`src/assert_macros.svh`:
```
// assertion macros used by the top-level rtl file
`ifndef ASSERT_MACROS_SVH
`define ASSERT_MACROS_SVH
`ifndef SYNTH
// checked only while out of reset
`define ASSERT_RUN(lbl, clk, rstn, prop, msg) \
	lbl: assert property (@(posedge clk) disable iff (!rstn) prop) else $error(msg);
// checked on every edge, reset included
`define ASSERT_ALL(lbl, clk, prop, msg) \
	lbl: assert property (@(posedge clk) prop) else $error(msg);
`else
`define ASSERT_RUN(lbl, clk, rstn, prop, msg)
`define ASSERT_ALL(lbl, clk, prop, msg)
`endif
`endif

```
`src/dmxcv_pkg.sv`:
```
// types and constants of the dmx channel value generator
`default_nettype none
package dmxcv_pkg;

	localparam logic [3:0] KIND_DIMMER  = 4'd0;
	localparam logic [3:0] KIND_RED     = 4'd1;
	localparam logic [3:0] KIND_GREEN   = 4'd2;
	localparam logic [3:0] KIND_BLUE    = 4'd3;
	localparam logic [3:0] KIND_WHITE   = 4'd4;
	localparam logic [3:0] KIND_CYAN    = 4'd5;
	localparam logic [3:0] KIND_MAGENTA = 4'd6;
	localparam logic [3:0] KIND_YELLOW  = 4'd7;
	localparam logic [3:0] KIND_PAN     = 4'd8;
	localparam logic [3:0] KIND_TILT    = 4'd9;
	localparam logic [3:0] KIND_ZOOM    = 4'd10;
	localparam logic [3:0] KIND_FOCUS   = 4'd11;
	localparam logic [3:0] KIND_ZERO    = 4'd12;
	localparam logic [3:0] KIND_FULL    = 4'd13;

	localparam logic [15:0] FULL_WORD   = 16'hffff;
	localparam logic [12:0] SECTOR_UNIT = 13'd4096;

	typedef enum logic [1:0] {
		COLOR_R = 2'd0,
		COLOR_G = 2'd1,
		COLOR_B = 2'd2
	} color_t;

	typedef enum logic [1:0] {
		SEL_FULL = 2'd0,
		SEL_P    = 2'd1,
		SEL_Q    = 2'd2,
		SEL_T    = 2'd3
	} comp_sel_t;

	typedef struct packed {
		logic [3:0]  channel_kind;
		logic        fine_byte;
		logic [15:0] dimmer_level;
		logic [14:0] hue_angle;
		logic [15:0] saturation_level;
		logic [15:0] focus_level;
		logic [9:0]  slot_number;
		logic [7:0]  universe_id;
	} in_item_t;

	typedef struct packed {
		logic [8:0] slot_index;
		logic [7:0] slot_value;
		logic       slot_valid;
		logic [7:0] universe_out;
	} out_item_t;

endpackage
`default_nettype wire

```
`src/dmxcv_word.sv`:
```
// value word of one channel: hsv sector logic and level select
`default_nettype none
module dmxcv_word
	import dmxcv_pkg::*;
(
	input  wire in_item_t    item,
	output logic [15:0]      word
);

	logic [2:0]  sector;
	logic [11:0] frac;
	color_t      color;
	logic        invert;
	comp_sel_t   sel;
	logic [12:0] mult;
	logic [28:0] prod;
	logic [15:0] comp;

	assign sector = item.hue_angle[14:12];
	assign frac   = item.hue_angle[11:0];

	always_comb begin
		color  = COLOR_R;
		invert = 1'b0;
		case (item.channel_kind)
			KIND_RED: color = COLOR_R;
			KIND_GREEN: color = COLOR_G;
			KIND_BLUE: color = COLOR_B;
			KIND_CYAN: begin
				color  = COLOR_R;
				invert = 1'b1;
			end
			KIND_MAGENTA: begin
				color  = COLOR_G;
				invert = 1'b1;
			end
			KIND_YELLOW: begin
				color  = COLOR_B;
				invert = 1'b1;
			end
			default: begin
				color  = COLOR_R;
				invert = 1'b0;
			end
		endcase
	end

	// component of the chosen color in the current sector
	always_comb begin
		sel = SEL_FULL;
		case (color)
			COLOR_R: begin
				case (sector)
					3'd1: sel = SEL_Q;
					3'd2: sel = SEL_P;
					3'd3: sel = SEL_P;
					3'd4: sel = SEL_T;
					default: sel = SEL_FULL;
				endcase
			end
			COLOR_G: begin
				case (sector)
					3'd0: sel = SEL_T;
					3'd3: sel = SEL_Q;
					3'd4: sel = SEL_P;
					3'd5: sel = SEL_P;
					default: sel = SEL_FULL;
				endcase
			end
			COLOR_B: begin
				case (sector)
					3'd0: sel = SEL_P;
					3'd1: sel = SEL_P;
					3'd2: sel = SEL_T;
					3'd5: sel = SEL_Q;
					default: sel = SEL_FULL;
				endcase
			end
			default: sel = SEL_FULL;
		endcase
	end

	assign mult = (sel == SEL_Q) ? {1'b0, frac} : (SECTOR_UNIT - {1'b0, frac});
	assign prod = {13'd0, item.saturation_level} * {16'd0, mult};

	always_comb begin
		case (sel)
			SEL_P: comp = FULL_WORD - item.saturation_level;
			SEL_Q: comp = FULL_WORD - prod[27:12];
			SEL_T: comp = FULL_WORD - prod[27:12];
			default: comp = FULL_WORD;
		endcase
	end

	always_comb begin
		case (item.channel_kind)
			KIND_DIMMER: word = item.dimmer_level;
			KIND_RED: word = comp;
			KIND_GREEN: word = comp;
			KIND_BLUE: word = comp;
			KIND_CYAN: word = invert ? ~comp : comp;
			KIND_MAGENTA: word = invert ? ~comp : comp;
			KIND_YELLOW: word = invert ? ~comp : comp;
			KIND_FOCUS: word = item.focus_level;
			KIND_FULL: word = FULL_WORD;
			default: word = 16'd0;
		endcase
	end

endmodule
`default_nettype wire

```
`src/dmxcv_slot.sv`:
```
// slot range check, slot index and byte select of one channel
`default_nettype none
module dmxcv_slot
	import dmxcv_pkg::*;
#(
	parameter int UNIVERSE_SLOTS = 512
) (
	input  wire in_item_t    item,
	input  wire [15:0]       word,
	output out_item_t        result
);

	localparam logic [9:0] LAST_SLOT = 10'(UNIVERSE_SLOTS);

	logic       in_range;
	logic [9:0] index_full;
	logic [7:0] byte_sel;

	assign in_range   = (item.slot_number != 10'd0) && (item.slot_number <= LAST_SLOT);
	assign index_full = item.slot_number - 10'd1;
	assign byte_sel   = item.fine_byte ? word[7:0] : word[15:8];

	always_comb begin
		result.slot_valid   = in_range;
		result.slot_index   = in_range ? index_full[8:0] : 9'd0;
		result.slot_value   = in_range ? byte_sel : 8'd0;
		result.universe_out = item.universe_id;
	end

endmodule
`default_nettype wire

```
`src/dmx_channel_value_generator.sv`:
```
// top level of the dmx channel value generator
// usage:
//   src channel (src_valid, src_ready, src_item) takes one fixture channel per item:
//   kind, coarse/fine flag, dimmer, hue, saturation, focus, slot and universe.
//   dst channel (dst_valid, dst_ready, dst_item) returns one dmx slot item per
//   src item, in order: slot index, slot byte, slot valid flag and universe.
//   an accepted src item is loaded into the input register, then into the result
//   register through the color/level logic, which drives dst_valid; the item
//   leaves from the result register when dst_ready is high.
//   throughput is one item per cycle; both registers advance on every cycle the
//   result register is empty or taken, with the single 16x13 multiplier between them.
//   when dst_ready is low the result register holds its item and the input
//   register still takes one more item, so src_ready drops only once both
//   registers are full.
//   reset clears both valid flags: no item is held and src_ready is high.
//   there is no configuration and no state carried between items.
`default_nettype none
`include "assert_macros.svh"
module dmx_channel_value_generator
	import dmxcv_pkg::*;
#(
	parameter int UNIVERSE_SLOTS = 512
) (
	input  wire            clk,
	input  wire            arst_n,
	input  wire            src_valid,
	output logic           src_ready,
	input  wire in_item_t  src_item,
	output logic           dst_valid,
	input  wire            dst_ready,
	output out_item_t      dst_item
);

	in_item_t   item_s1;
	logic       valid_s1;
	out_item_t  result_s2;
	logic       valid_s2;
	logic       advance;
	logic [15:0] word;
	out_item_t  result;

	assign advance   = !valid_s2 || dst_ready;
	assign src_ready = !valid_s1 || advance;

	always_ff @(posedge clk or negedge arst_n) begin
		if (!arst_n) begin
			valid_s1 <= 1'b0;
		end else if (src_ready) begin
			valid_s1 <= src_valid;
		end
	end

	always_ff @(posedge clk) begin
		if (src_valid && src_ready) begin
			item_s1 <= src_item;
		end
	end

	dmxcv_word u_word (
		.item (item_s1),
		.word (word)
	);

	dmxcv_slot #(
		.UNIVERSE_SLOTS (UNIVERSE_SLOTS)
	) u_slot (
		.item   (item_s1),
		.word   (word),
		.result (result)
	);

	always_ff @(posedge clk or negedge arst_n) begin
		if (!arst_n) begin
			valid_s2 <= 1'b0;
		end else if (advance) begin
			valid_s2 <= valid_s1;
		end
	end

	always_ff @(posedge clk) begin
		if (advance && valid_s1) begin
			result_s2 <= result;
		end
	end

	assign dst_valid = valid_s2;
	assign dst_item  = result_s2;

	`ASSERT_RUN(a_invalid_zero, clk, arst_n, dst_valid && !dst_item.slot_valid |-> dst_item.slot_index == 9'd0 && dst_item.slot_value == 8'd0, "invalid slot item carries nonzero fields")
	`ASSERT_RUN(a_accept_fills, clk, arst_n, src_valid && src_ready |=> valid_s1, "accepted item missing from input register")
	`ASSERT_RUN(a_hold_stalled, clk, arst_n, valid_s1 && valid_s2 && !dst_ready |=> valid_s1 && valid_s2, "item dropped while output stalled")
	`ASSERT_ALL(a_reset_empty, clk, !arst_n |=> !dst_valid && !valid_s1, "item held during reset")

endmodule
`default_nettype wire

```
`config.mk`:
```
export PLATFORM = sky130hd
export DESIGN_NAME = dmx_channel_value_generator
export DESIGN_NICKNAME = d
export VERILOG_FILES = /design/src/dmxcv_pkg.sv /design/src/dmxcv_word.sv /design/src/dmxcv_slot.sv /design/src/dmx_channel_value_generator.sv
export VERILOG_INCLUDE_DIRS = /design/src /design/src/src
export SDC_FILE = /design/constraint.sdc
export NUM_CORES = 1
export LEC_CHECK = 0
export BUFFER_PORTS_ARGS = -buffer_cell sky130_fd_sc_hd__buf_2
export CAP_MARGIN = 10
export CORE_AREA = 2 2 169 204
export CTS_BUF_LIST = sky130_fd_sc_hd__clkbuf_16
export CTS_CLUSTER_DIAMETER = 150
export DETAILED_ROUTE_END_ITERATION = 16
export DIE_AREA = 0 0 171 206
export SETUP_SLACK_MARGIN = 0.02
export SYNTH_ARGS = -nofsm -noshare
export SYNTH_HDL_FRONTEND = slang
export SYNTH_SLANG_ARGS = --single-unit
```
`constraint.sdc`:
```
create_clock -name clk -period 20.1 [get_ports clk]
set_clock_uncertainty 0.2 [all_clocks]
set_input_delay 3.015 -clock clk [delete_from_list [all_inputs] [get_ports clk]]
set_output_delay 3.015 -clock clk [all_outputs]
set_load 0.05 [all_outputs]
```
# Word level (Yosys, flattened, before mapping)

Index checks and enable logic that the tools add are counted.

$add $sub $neg: 4
Multipliers: 1
Magnitude comparators: 1
Equality and inequality tests: 18
Mux-type cells: 11
Bitwise logic cells: 1
Reduce and logical (&&, ||, !) cells: 19

Operator list:

| cell                   | number |
|---|---|
| $pmux 16 s5            | 1 |
| $pmux 16 s2            | 1 |
| $sub 16x16->16 const A | 2 |
| $mul 16x13->28         | 1 |
| $pmux 2 s3             | 4 |
| $mux 16                | 1 |
| $not 16->16            | 1 |
| $mux 13                | 1 |
| $sub 13x12->13 const A | 1 |
| $eq 4x3->1 const B     | 3 |
| $reduce_or 2->1        | 6 |
| $le 10x10->1 const B   | 1 |
| $reduce_bool 10->1     | 1 |
| $sub 9x1->9 const B    | 1 |
| $eq 4x2->1 const B     | 2 |
| $eq 4x4->1 const B     | 2 |
| $mux 8                 | 1 |
| $eq 2x2->1 const B     | 3 |
| $eq 3x2->1 const B     | 2 |
| $eq 3x3->1 const B     | 2 |
| $reduce_or 3->1        | 2 |
| $eq 2x1->1 const B     | 2 |
| $eq 4x1->1 const B     | 1 |
| $logic_not 4->1        | 1 |
| 8 further kinds        | 12 |

Flip-flop bits (word level): 114
Bits of input ports: 90
Output and inout bits: 28
Logic and storage cells: 69

# Longest topological paths before layout

Depth in word-level cells: 14
Mapped depth: 32
Depth with buffers taken out: 29

# By module

A second synthesis with hierarchy kept.

Cell total of the unflattened synthesis: 1206
Area, all modules: 11960.2 um^2

Modules (own cells, without submodules):

| module                      | instances | cells an instance | area an instance (um^2) | seq. area each (um^2) |
|---|---|---|---|---|
| dmxcv_word                  | 1         | 1015              | 7976.4                  | 0.0 |
| dmx_channel_value_generator | 1         | 120               | 3467.1                  | 3413.3 |
| dmxcv_slot                  | 1         | 71                | 516.7                   | 0.0 |

# Worst setup path before layout

OpenSTA, ideal clock, no wires.

Path kind: flip-flop to flip-flop
Start point: register item_s1[50] in the netlist's numbering
End point: register result_s2 (netlist bit dst_item[12]) (data pin)
Data arrival time: 7.057 ns
Required time: 19.629 ns
Setup slack: 12.571 ns
Stages on the path, launching flop included: 31
Buffers on the path: 3
Period minus slack after synthesis: 7.529 ns
Path through: edfxtp_1 -> clkbuf_1 -> clkbuf_1 -> inv_1 -> ha_1 -> nand3b_1 -> or3_1 -> nor3_1 -> nor2_1 -> xor2_1 -> clkbuf_1 -> nand2_1 -> fa_1 -> fa_1 -> inv_1 -> fa_1 -> fa_1 -> inv_1 -> fa_1 -> inv_1 -> ha_1 -> nand4_1 -> or2_2 -> nor2_1 -> a2111oi_2 -> nand2_1 -> a311o_1 -> a32oi_1 -> xor2_1 -> a21oi_1 -> a211oi_2

Longest elaborated chain between the ends: 9

Ends and longest elaborated chain:

| item                   | line                                                    | RTL |
|---|---|---|
| start, declared        | dmx_channel_value_generator.sv:34                       | `in_item_t item_s1;` |
| start signal, assigned | dmx_channel_value_generator.sv:55                       | `item_s1 <= src_item;` |
| $sub 13x12->13         | dmxcv_word.sv:83                                        | `assign mult = (sel == SEL_Q) ? {1'b0, frac} : (SECTOR_UNIT - {1'b0, frac});` |
| $mux 13 (*)            | dmxcv_word.sv:83                                        |  |
| $mul 16x13->28 (*)     | dmxcv_word.sv:84                                        | `assign prod = {13'd0, item.saturation_level} * {16'd0, mult};` |
| $sub 16x16->16 (*)     | dmxcv_word.sv:89, dmxcv_word.sv:90                      |  |
| $pmux 16 s2 (*)        | dmxcv_word.sv:87                                        | `case (sel)` |
| $not 16->16            | dmxcv_word.sv:101, dmxcv_word.sv:102, dmxcv_word.sv:103 |  |
| $mux 16                | dmxcv_word.sv:101, dmxcv_word.sv:102, dmxcv_word.sv:103 |  |
| $pmux 16 s5 (*)        | dmxcv_word.sv:96                                        | `case (item.channel_kind)` |
| $mux 8 (*)             | dmxcv_slot.sv:21                                        | `assign byte_sel = item.fine_byte ? word[7:0] : word[15:8];` |
| end signal, assigned   | dmx_channel_value_generator.sv:82                       | `result_s2 <= result;` |
| end, declared          | dmx_channel_value_generator.sv:36                       | `out_item_t result_s2;` |

Mark *: on every way between the ends. The rest lies on a longest branch, timed or not.
A chain may end at the register's enable or synchronous reset.

# Worst setup path in the final report

Start point: register item_s1[85] in the netlist's numbering
End point: register result_s2 (netlist bit dst_item[12]) (data pin)

Longest elaborated chain between the ends: 14

Ends and longest elaborated chain:

| item                                     | line                                                    | RTL |
|---|---|---|
| $eq 4x2->1 or $eq 4x3->1 (tied branches) | dmxcv_word.sv:25, dmxcv_word.sv:96                      |  |
| $reduce_or 2->1 (no source line)         | --                                                      |  |
| $pmux 2 s2                               | dmxcv_word.sv:25                                        | `case (item.channel_kind)` |
| $eq 2x2->1 (tied with other cells)       | dmxcv_word.sv:51                                        | `case (color)` |
| $pmux 2 s3                               | dmxcv_word.sv:51                                        |  |
| $eq 2x2->1                               | dmxcv_word.sv:83, dmxcv_word.sv:87                      |  |
| $mux 13                                  | dmxcv_word.sv:83                                        |  |
| $mul 16x13->28                           | dmxcv_word.sv:84                                        |  |
| $sub 16x16->16                           | dmxcv_word.sv:89, dmxcv_word.sv:90                      |  |
| $pmux 16 s2                              | dmxcv_word.sv:87                                        |  |
| $not 16->16                              | dmxcv_word.sv:101, dmxcv_word.sv:102, dmxcv_word.sv:103 |  |
| $mux 16                                  | dmxcv_word.sv:101, dmxcv_word.sv:102, dmxcv_word.sv:103 |  |
| $pmux 16 s5 (*)                          | dmxcv_word.sv:96                                        |  |
| $mux 8 (*)                               | dmxcv_slot.sv:21                                        |  |

Marks and branches as above.

==> impl_metrics.py <==
metrics = {
    "synthesis": {
        "netlist_instances": 1150,
        "synth_nets": 1461,
        "synth-xor-area-share": 0.0198,
        "synth_adder_area_share": 0.339,
        "ys_top_cells_by_area": "edfxtp_1 29%, fa_1 26%, ha_1 7.5%",
        "synth_top_area_cell": "edfxtp_1",
        "synth-compound-area-share": 0.0855,
        "ys_warn_count": 0,
        "synth-edff-count": 112,
        "synthMuxAreaShare": 0.0114,
        "ys_seq_elements": 114,
        "synthArstFlopShare": 0.0175,
        "synth_ff_type": "edfxtp_1",
        "synth_top_area_share": 0.292,
        "yosysSeqAreaShare": 0.296,
        "synth.avg_cell_area_um2": 10.0,
        "synthSimpleGateAreaFrac": 0.158,
        "synth_cell_type_count": 62,
        "syn_area_um2": 11500,
        "synth_top_family_by_area": "adder cells",
    },
    "pwr": {
        "p_comb_frac": 0.750,
        "p_int_uw": 1150,
        "p_sw_uw": 1200,
        "p_sw_frac": 0.511,
        "vdd_ir_drop_max_mv": 0.131,
        "leakage_uw": 0.00599,
        "power.density_nw_per_um2": 178,
        "seqPwrFrac": 0.130,
        "clock_power_share": 0.120,
        "finalPower_uw": 2340,
    },
    "min_path": {
        "worstHoldEndpoint": "dst_item[2]",
        "hp-class": "reg2reg",
        "holdPathStages": 0,
        "hp-start": "item_s1[2]",
    },
    "cells_and_area": {
        "fin_nets": 1556,
        "diodes": 0,
        "n_fill_cell": 3391,
        "drive_gt1_frac": 0.137,
        "final_cell_area_um2": 13200,
        "layout.cells.non_filler": 1713,
        "synthToLayoutAreaGrowth_pct": 14.3,
    },
    "drt": {
        "drtIter0Drc": 343,
        "post_drt_wl_per_cell_um": 17.2,
        "drc": 0,
        "wl_mm": 29.4,
        "antenna_left": 0,
        "drt_first_pass_iters": 5,
        "viasPerCell": 4.88,
        "vias": 8359,
    },
    "floorplanning": {
        "dieArea_um2": 35200,
        "initial_utilization": 0.344,
        "core_um2": 33500,
        "die_x_um": 171,
        "pin_count": 118,
        "num_rows": 74,
        "die_h_um": 206,
    },
    "sta": {
        "fin_setup_tns_ps": 0,
        "setup_viol": 0,
        "period_needed_ps": 8600,
        "max_slew.worst_pin.slew_ps": 976,
        "rsz0062_at_grt": "false",
        "finalHoldViolCount": 0,
        "clock.fmax_mhz": 116,
        "slew_headroom": 0.346,
        "timing.final.crit_share": 0.428,
        "slew_violations": 0,
    },
    "worst_setup_path": {
        "cp.required_ps": 20140,
        "r2r_slack_ps": 11500,
        "setup.worst_path.class": "reg2reg",
        "crit_family": "adder cells",
        "reg2reg_from": "item_s1[85]",
        "critPathLaunchType": "register",
        "crit_arrival_ps": 8650,
        "end_kind": "register",
        "timing.rr.end": "dst_item[12]",
        "critPathMaxStageDelay_ps": 790,
        "cpMostUsedCell": "fa_1",
        "worst-path-buf-inv": 4,
        "critPathSlowestCell": "xnor2_2",
        "cp_max_fo": 16,
        "r2r_cells": 27,
    },
    "clock_tree": {
        "postCtsResizedCells": 0,
        "h-tree-depth": 4,
        "cts_buffer_depth": 2,
        "insertion_delay_ps": 410,
        "cts_root_buf": "clkbuf_16",
        "clkTransAtPathRegs_ps": 60,
        "clock_sinks": 114,
        "cts_buffers": 17,
        "postCtsSetupRepairBufs": 0,
        "cts_tree": "built",
        "holdBufCountCts": 0,
    },
    "grt": {
        "grt_pass1_wl_mm": 47.9,
        "grt_pass1_vias": 9056,
        "track_usage": 0.178,
        "grt_max_degree": 60,
        "antenna_found_initial": 0,
        "overflow": 0,
    },
    "placed_design": {
        "placed_area_um2": 12600,
        "io_buffers": 117,
        "dp_cells": 1682,
        "hpwlAfterDp_mm": 22.7,
        "finalWeightedCongestion": 0.887,
    },
    "outcome": {
        "run_status": "complete, no violations",
    },
    "flow_run": {
        "drv_cap": 0,
    },
}
==> cell usage in the layout (no fill, tap or decap), types with 3 or more instances in the layout <==
cell type	instances
o2111ai_1	3
o21ai_0	22
o21a_1	4
xor2_1	8
xnor2_1	13
inv_1	222
mux2i_1	12
fa_1	152
ha_1	69
a21oi_1	37
a211oi_1	8
nor2_1	40
a21o_1	12
nor2b_1	43
a211o_1	3
nor3_1	11
nand2_1	134
and2_1	60
or2_2	3
nand2b_1	17
clkbuf_16	17
nand3b_1	4
o31ai_1	3
edfxtp_1	112
o211ai_1	3
nand4_1	12
clkinv_1	5
buf_4	12
o21bai_1	4
xnor2_2	3
and3_1	4
a221o_1	5
or3_1	5
nand3_1	16
a31oi_1	3
clkinvlp_4	3
a221oi_1	12
buf_2	117
==> power by group through the flow <==
| stage | Clock [uW] | Sequential [uW] | Combinational [uW] |
|---|---|---|---|
| floorplan | 0 | 312 | 1310 |
| global placement | 0 | 308 | 1720 |
| detailed placement | 0 | 308 | 1750 |
| CTS | 289 | 304 | 1760 |
| global route | 299 | 305 | 1980 |
| finish | 282 | 304 | 1760 |
==> Yosys cell counts (all sizes together), types with 3 or more instances <==
| library cell | n |
|---|---|
| a211o | 3 |
| a211oi | 9 |
| a21o | 12 |
| a21oi | 39 |
| a221o | 5 |
| a221oi | 12 |
| a31oi | 3 |
| and2 | 61 |
| and3 | 4 |
| buf | 4 |
| clkbuf | 49 |
| edfxtp | 112 |
| fa | 152 |
| ha | 69 |
| inv | 221 |
| mux2i | 12 |
| nand2 | 134 |
| nand2b | 17 |
| nand3 | 16 |
| nand3b | 4 |
| nand4 | 12 |
| nor2 | 40 |
| nor2b | 43 |
| nor3 | 11 |
| nor4 | 4 |
| o2111ai | 3 |
| o211ai | 3 |
| o21a | 4 |
| o21ai | 24 |
| o21bai | 4 |
| o311ai | 3 |
| o31ai | 3 |
| or2 | 3 |
| or3 | 5 |
| xnor2 | 16 |
| xor2 | 10 |
==> through the flow <==
step | setup WS [ps] | hold slack (ps) | utilization
after global routing | 11030 | 223 | 0.393
after floorplan | 12570 | 200 | -
after CTS | 11500 | 221 | 0.393
final | 11500 | 214 | 0.393
after global placement | 11770 | 205 | 0.377
after detailed placement | 11550 | 206 | 0.377
==> cell type report <==
type	instances	area, um^2	area share
Timing Repair Buffer	129	676	0.0513
Clock inverter	14	124	0.00941
Clock buffer	17	425	0.0323
Multi-Input combinational cell	762	7130	0.541
Tap cell	456	571	0.0433
Sequential cell	114	3410	0.259
Inverter	221	830	0.0630
==> worst max path at each step <==
stage	start	end	slack [ps]	cells after the start
2_1_floorplan	item_s1[50]	dst_item[12]	12570	30
3_3_place_gp	item_s1[85]	dst_item[12]	11770	27
3_5_place_dp	item_s1[85]	dst_item[12]	11550	27
4_1_cts	item_s1[85]	dst_item[12]	11500	27
5_1_grt	item_s1[85]	dst_item[12]	11030	27
6_report	item_s1[85]	dst_item[12]	11500	27
==> cells by family after synthesis <==
logic type,after synthesis
adders and majority gates,221
DFF,114
xor gates and xnor gates,26
and+or+nand+nor,362
AOI/OAI and AO/OA,140
muxes,13
buffers and inverters,274
==> metal layers <==
layer / wire length, um / vias up / share of wire / GRT usage
met5: 0 / - / 0 / 0
met4: 569 / 0 / 0.019 / 0.0560
met3: 1580 / 33 / 0.054 / 0.0352
met2: 15300 / 218 / 0.52 / 0.322
met1: 12000 / 4198 / 0.41 / 0.210
li1: - / 3910 / - / -
==> registers in the layout, indices dropped and copies added, names as in the netlist <==
name,count
item_s1,86
dst_item,26
dst_valid,1
valid_s1,1
No activity file was read; power rests on OpenSTA's default activity.
